### src/sv/sds_pkg.sv
// Shared types and constants of the SCAN disk scheduler.
`default_nettype none

package sds_pkg;

    localparam int MAX_REQUESTS_DEF = 32;
    localparam int CYL_BITS_DEF     = 16;

    localparam int FIELD_W    = 16;
    localparam int SEEK_W     = 24;
    localparam int CFG_IDX_W  = 2;
    localparam int CFG_DATA_W = 16;

    localparam logic [SEEK_W-1:0] SEEK_MAX = {SEEK_W{1'b1}};

    localparam logic [CFG_IDX_W-1:0] CFG_CYLINDER_COUNT = 2'd0;
    localparam logic [CFG_IDX_W-1:0] CFG_START_POSITION = 2'd1;
    localparam logic [CFG_IDX_W-1:0] CFG_SWEEP_LEFT     = 2'd2;

    localparam logic [CFG_DATA_W-1:0] CYLINDER_COUNT_RST = 16'd200;
    localparam logic [CFG_DATA_W-1:0] START_POSITION_RST = 16'd0;

    typedef struct packed {
        logic [FIELD_W-1:0] request_cylinder;
        logic               batch_end;
    } sds_in_t;

    typedef struct packed {
        logic [FIELD_W-1:0] target_cylinder;
        logic [FIELD_W-1:0] move_distance;
        logic [SEEK_W-1:0]  total_seek;
        logic               final_step;
    } sds_out_t;

endpackage

`default_nettype wire

### src/sv/scan_disk_scheduler.sv
// SCAN disk scheduler: request store, selection scan and result register.
// Requests load at one word per cycle into a store of MAX_REQUESTS entries with one
// read port; a word with batch_end closes the batch and the input stalls until the
// last result of the schedule has been registered. Each result costs one read pass
// over the n stored requests, and two such passes on the step where the sweep
// reverses. The one read port of the request store sets that cost. The result
// register lets the next selection pass run while a result still waits to be taken.
`default_nettype none

module scan_disk_scheduler import sds_pkg::*; #(
    parameter int MAX_REQUESTS = MAX_REQUESTS_DEF,
    parameter int CYL_BITS     = CYL_BITS_DEF
) (
    input  wire logic                  aclk,
    input  wire logic                  aresetn,
    input  wire logic                  cfg_we,
    input  wire logic [CFG_IDX_W-1:0]  cfg_index,
    input  wire logic [CFG_DATA_W-1:0] cfg_wdata,
    input  wire logic                  s_valid,
    output logic                       s_ready,
    input  wire sds_in_t               s_data,
    output logic                       m_valid,
    input  wire logic                  m_ready,
    output sds_out_t                   m_data
);

    localparam int ADDR_W = (MAX_REQUESTS > 1) ? $clog2(MAX_REQUESTS) : 1;
    localparam int CNT_W  = $clog2(MAX_REQUESTS + 1);
    localparam int SUM_W  = ((SEEK_W > CYL_BITS) ? SEEK_W : CYL_BITS) + 1;
    localparam logic [CNT_W-1:0] MAX_CNT = CNT_W'(MAX_REQUESTS);

    typedef enum logic [1:0] {
        ST_LOAD,
        ST_SCAN,
        ST_PICK,
        ST_EMIT
    } state_t;

    state_t                  state_reg;
    logic [CFG_DATA_W-1:0]   cylinder_count_reg;
    logic [CFG_DATA_W-1:0]   start_position_reg;
    logic                    sweep_left_reg;

    logic [CYL_BITS-1:0]     store_mem [MAX_REQUESTS];
    logic [CYL_BITS-1:0]     rd_data_reg;

    logic [CNT_W-1:0]        count_reg;
    logic [CNT_W-1:0]        n_reg;
    logic [CNT_W-1:0]        issue_reg;
    logic [CNT_W-1:0]        emitted_reg;
    logic                    rd_vld_reg;
    logic [CNT_W-1:0]        rd_idx_reg;
    logic [MAX_REQUESTS:0]   served_reg;
    logic                    reversed_reg;
    logic                    have_best_reg;
    logic [CYL_BITS-1:0]     best_val_reg;
    logic [CNT_W-1:0]        best_idx_reg;
    logic [CYL_BITS-1:0]     head_reg;
    logic [SEEK_W-1:0]       seek_reg;
    logic                    m_valid_reg;
    sds_out_t                m_data_reg;

    logic                    s_accept;
    logic                    store_we;
    logic [CYL_BITS-1:0]     store_wdata;
    logic [CYL_BITS-1:0]     start_c;
    logic [CYL_BITS-1:0]     es_val;
    logic                    want_right;
    logic                    rd_better;
    logic                    rd_take;
    logic                    es_better;
    logic                    es_take;
    logic                    pick_have;
    logic [CYL_BITS-1:0]     pick_val;
    logic [CNT_W-1:0]        pick_idx;
    logic [CYL_BITS-1:0]     dist_next;
    logic [SUM_W-1:0]        sum_wide;
    logic [SEEK_W-1:0]       seek_next;
    logic                    out_free;
    logic                    last_step;

    assign s_ready     = (state_reg == ST_LOAD);
    assign s_accept    = s_valid && s_ready;
    assign store_we    = s_accept && (count_reg < MAX_CNT);
    assign store_wdata = CYL_BITS'(s_data.request_cylinder);
    assign start_c     = CYL_BITS'(start_position_reg);
    assign es_val      = sweep_left_reg ? '0
                                        : CYL_BITS'(cylinder_count_reg) - CYL_BITS'(1);
    assign want_right  = ~(sweep_left_reg ^ reversed_reg);

    assign rd_better = want_right ? (rd_data_reg < best_val_reg)
                                  : (rd_data_reg > best_val_reg);
    assign rd_take   = rd_vld_reg && !served_reg[rd_idx_reg]
                       && ((rd_data_reg >= start_c) == want_right)
                       && (!have_best_reg || rd_better);

    assign es_better = want_right ? (es_val < best_val_reg) : (es_val > best_val_reg);
    assign es_take   = !served_reg[n_reg] && (!sweep_left_reg == want_right)
                       && (!have_best_reg || es_better);

    assign pick_have = have_best_reg || es_take;
    assign pick_val  = es_take ? es_val : best_val_reg;
    assign pick_idx  = es_take ? n_reg : best_idx_reg;

    assign dist_next = (best_val_reg >= head_reg) ? best_val_reg - head_reg
                                                  : head_reg - best_val_reg;
    assign sum_wide  = SUM_W'(seek_reg) + SUM_W'(dist_next);
    assign seek_next = (sum_wide > SUM_W'(SEEK_MAX)) ? SEEK_MAX : SEEK_W'(sum_wide);
    assign out_free  = !m_valid_reg || m_ready;
    assign last_step = (emitted_reg == n_reg);

    assign m_valid = m_valid_reg;
    assign m_data  = m_data_reg;

    always_ff @(posedge aclk) begin
        if (!aresetn) begin
            cylinder_count_reg <= CYLINDER_COUNT_RST;
            start_position_reg <= START_POSITION_RST;
            sweep_left_reg     <= 1'b0;
        end else if (cfg_we) begin
            case (cfg_index)
                CFG_CYLINDER_COUNT: cylinder_count_reg <= cfg_wdata;
                CFG_START_POSITION: start_position_reg <= cfg_wdata;
                CFG_SWEEP_LEFT:     sweep_left_reg     <= cfg_wdata[0];
                default: ;
            endcase
        end
    end

    always_ff @(posedge aclk) begin
        if (store_we) begin
            store_mem[count_reg[ADDR_W-1:0]] <= store_wdata;
        end
        rd_data_reg <= store_mem[issue_reg[ADDR_W-1:0]];
    end

    always_ff @(posedge aclk) begin
        if (!aresetn) begin
            state_reg     <= ST_LOAD;
            count_reg     <= '0;
            n_reg         <= '0;
            issue_reg     <= '0;
            emitted_reg   <= '0;
            rd_vld_reg    <= 1'b0;
            served_reg    <= '0;
            reversed_reg  <= 1'b0;
            have_best_reg <= 1'b0;
            head_reg      <= '0;
            seek_reg      <= '0;
            m_valid_reg   <= 1'b0;
        end else begin
            if (m_valid_reg && m_ready && (state_reg != ST_EMIT)) begin
                m_valid_reg <= 1'b0;
            end
            case (state_reg)
                ST_LOAD: begin
                    if (s_accept) begin
                        if (s_data.batch_end) begin
                            n_reg         <= store_we ? count_reg + CNT_W'(1) : count_reg;
                            count_reg     <= '0;
                            served_reg    <= '0;
                            reversed_reg  <= 1'b0;
                            have_best_reg <= 1'b0;
                            head_reg      <= start_c;
                            seek_reg      <= '0;
                            emitted_reg   <= '0;
                            issue_reg     <= '0;
                            rd_vld_reg    <= 1'b0;
                            state_reg     <= ST_SCAN;
                        end else if (store_we) begin
                            count_reg <= count_reg + CNT_W'(1);
                        end
                    end
                end
                ST_SCAN: begin
                    if (issue_reg != n_reg) begin
                        issue_reg  <= issue_reg + CNT_W'(1);
                        rd_idx_reg <= issue_reg;
                        rd_vld_reg <= 1'b1;
                    end else begin
                        rd_vld_reg <= 1'b0;
                    end
                    if (rd_take) begin
                        have_best_reg <= 1'b1;
                        best_val_reg  <= rd_data_reg;
                        best_idx_reg  <= rd_idx_reg;
                    end
                    if (issue_reg == n_reg && !rd_vld_reg) begin
                        state_reg <= ST_PICK;
                    end
                end
                ST_PICK: begin
                    if (pick_have) begin
                        have_best_reg <= 1'b1;
                        best_val_reg  <= pick_val;
                        best_idx_reg  <= pick_idx;
                        state_reg     <= ST_EMIT;
                    end else if (!reversed_reg) begin
                        reversed_reg <= 1'b1;
                        issue_reg    <= '0;
                        state_reg    <= ST_SCAN;
                    end else begin
                        state_reg <= ST_LOAD;
                    end
                end
                ST_EMIT: begin
                    if (out_free) begin
                        m_valid_reg                <= 1'b1;
                        m_data_reg.target_cylinder <= FIELD_W'(best_val_reg);
                        m_data_reg.move_distance   <= FIELD_W'(dist_next);
                        m_data_reg.total_seek      <= seek_next;
                        m_data_reg.final_step      <= last_step;
                        served_reg[best_idx_reg]   <= 1'b1;
                        head_reg                   <= best_val_reg;
                        seek_reg                   <= seek_next;
                        emitted_reg                <= emitted_reg + CNT_W'(1);
                        have_best_reg              <= 1'b0;
                        issue_reg                  <= '0;
                        state_reg                  <= last_step ? ST_LOAD : ST_SCAN;
                    end
                end
                default: begin
                    state_reg <= ST_LOAD;
                end
            endcase
        end
    end

endmodule

`default_nettype wire

### config.mk
export PLATFORM = sky130hd
export DESIGN_NAME = scan_disk_scheduler
export DESIGN_NICKNAME = d
export VERILOG_FILES = /design/src/sv/sds_pkg.sv /design/src/sv/scan_disk_scheduler.sv
export SDC_FILE = /design/constraint.sdc
export NUM_CORES = 1
export LEC_CHECK = 0
export ABC_AREA = 0
export BUFFER_PORTS_ARGS = -buffer_cell sky130_fd_sc_hd__clkbuf_2
export CAP_MARGIN = 10
export CORE_MARGIN = 3
export CORE_UTILIZATION = 56
export DETAILED_ROUTE_END_ITERATION = 7
export GPL_ROUTABILITY_DRIVEN = 0
export PLACE_DENSITY_LB_ADDON = 0.12
export SETUP_SLACK_MARGIN = 0.2
export SLEW_MARGIN = 30
export SYNTH_ARGS = -nofsm -noshare
export SYNTH_HDL_FRONTEND = slang
export SYNTH_SLANG_ARGS = --single-unit
export TNS_END_PERCENT = 100
### constraint.sdc
create_clock -name aclk -period 8.96 [get_ports aclk]
set_input_delay 0 -clock aclk [delete_from_list [all_inputs] [get_ports aclk]]
set_output_delay 0 -clock aclk [all_outputs]
set_load 0.01 [all_outputs]
==> impl_metrics.ini <==
[routing]
wl_met1_mm = 31.0
drc = 0
routed.top_layer = met5
drtAntennaViolNets = 0
dr.pass1.iters = 5
vias = 19200
viasPerCell = 6.11
dr_wl_met3_mm = 4.31
routedWlPerCell_um = 24.4
dr_wl_met2_mm = 38.8
wl_mm = 76.5
first_iter_violations = 1426

[finish]
area_growth_pct = 14.0
multi_input_comb_area_um2 = 11000
ff_latch_area_um2 = 21000
nets = 2470
finalNonFillerCells = 3142
largest_reg_flops = 512
fillers = 3973
final_layout_size_suffix_gt1_share_pct = 22.1

[clock_tree]
cts_setup_buffers = 0
clock_latency_ns = 0.64
cts_made_buffers = 80
htree_levels = 3
cts_tree = built
cts-root-buf = clkbuf_16
clockBufferDepth = 3
path_clk_slew_ns = 0.06
cts.sinks = 749

[die]
rows = 87
dieArea_um2 = 61100
fp.dieW_um = 247
fp.dieH_um = 247
io_pins = 99
start_util_pct = 57.2
coreArea_um2 = 56900

[setup_path]
cp.required_ns = 9.47
cp-end-kind = register
start_kind = register
worst-setup-path-type = register to register
crit_path_max_fanout = 29
arrival_ns = 6.29

[logic_synthesis]
synth_area_um2 = 32600
syn_nets = 2308
synth_enable_flop_cells = 597
synth_ff_type = edfxtp_1
yosysWarnings = 0
ys_seq_elements = 749
synthArstFlopShare_pct = 0
syn_inst = 2158
yosysUniqueCellTypes = 63
yosys.area.top_type = edfxtp_1
synth_top_area_share_pct = 55.1
synth_common_cells = edfxtp_1, mux4_2, nor2_1, nand2_1, dfxtp_1
syn_avg_cell_area_um2 = 15.1
ys_seq_area_share_pct = 64.4
synth_area_leaders = edfxtp_1, mux4_2, dfxtp_1
synth_most_common_cell = edfxtp_1

[place]
dp_hpwl_mm = 47.5
dp.cells = 2959
port_buffers = 98

[worst_hold_path]
hold_path.class = input port to register

[timing]
fin_crit_sh_pct = 64.5
slew_violations = 0
setup_viol = 0
finalHoldViolCount = 0
maxSlewHeadroom_pct = 39.2
rsz0062_at_grt = false
fin_crit_ns = 5.78
worstMarginPinSlew_ns = 0.905
max_freq_mhz = 173
skew_ns = 0.0287
fin_tns_setup_ns = 0

[grt]
grt_pass1_wl_mm = 117
grtUsageTotal_pct = 25.6
grt_pass1_vias = 19700
antenna_found_initial = 5
grt_max_degree = 114
grt_overflow_total = 0

[job]
cap_violations = 0

[status]
status = completed

[pwr]
power_density_nw_per_um2 = 276
max-vdd-ir-drop_mv = 0.208
power_leakage_nw = 12.6
[repair_timing]
| item | CTS | global route |
|---|---|---|
| setup endpoints to repair | 0 | 0 |
| hold buffers | 33 | 0 |
| hold endpoints to repair | 77 | 0 |
| resized for setup | 0 | 0 |
[metal layers]
metal | vias to the layer above | global-route usage (%)
li1 | 8672 | -
met1 | 9776 | 33.8
met2 | 591 | 43.6
met3 | 141 | 4.51
met4 | 6 | 8.39
met5 | - | 0
[final timing paths]
kind	start	to	slack [ns]	depth (start not counted)
hold reg to reg	start_c[9]	start_c[9]	0.46	2
hold / removal	s_data[15]	store_mem[26][14]	0.02	1
setup / recovery	best_val_reg[7]	seek_reg[8]	3.18	17
setup reg to reg	best_val_reg[7]	seek_reg[8]	3.18	17
[placed cells by master (no fill, tap or decap), drive strengths merged, types with 40 or more instances in the layout]
master  count
buf        50
ha        107
nand2     157
a21oi     131
clkbuf    210
nor2      179
dfxtp     152
o21ai      64
edfxtp    597
inv        75
mux4      180
mux2       40
[per-stage QoR]
stage	setup WS (ns)	instance area [um2]	utilization (%)	total power, mW	hold WS, ns
floorplan	3.70	32600	-	6.24	0.0989
global placement	3.33	34000	59.8	6.90	0.246
detailed placement	3.24	34100	59.8	6.97	0.250
CTS	3.21	37100	65.1	10.3	0.00202
global route	2.69	37100	65.2	10.8	0.0417
finish	3.18	37100	65.2	10.2	0.0163
[final cells by class]
class                      count  area share, %
tap                          756           2.55
multi-input combinational   1236           29.6
sequential                   749           56.5
clock inverter                35           1.20
timing repair buffer         181           3.36
inverter                      72          0.728
antenna                        1        0.00674
clock buffer                 112           5.99
[report_power, final]
| group | internal [mW] | leakage (nW) | total, mW | switching [mW] |
|---|---|---|---|---|
| sequential | 4.03 | 6.62 | 4.21 | 0.174 |
| clock | 1.95 | 1.29 | 3.32 | 1.36 |
| combinational | 1.14 | 4.74 | 2.72 | 1.58 |
[logic make-up after synthesis]
| family | share of synthesized area, % |
|---|---|
| buf+inv | 2.07 |
| simple gates | 6.84 |
| fa+ha+maj | 4.30 |
| flops | 64.4 |
| xor+xnor | 1.64 |
| mux | 14.3 |
| compound gates | 6.50 |
[critical path: stages (launching register included)]
cell and delay (ns):
edfxtp_1 0.38, inv_1 0.10, ha_1 0.51, nand2_1 0.08
o21ai_0 0.29, o21ai_0 0.27, a221oi_2 0.29, buf_4 0.34
mux2_2 0.42, fa_1 0.44, a21o_1 0.20, a21o_1 0.22
a211oi_2 0.34, o221ai_1 0.19, a311oi_1 0.44, or3_1 0.64
o21ai_0 0.24, a22o_1 0.25
Note: power is estimated with default switching activity, not from simulation.
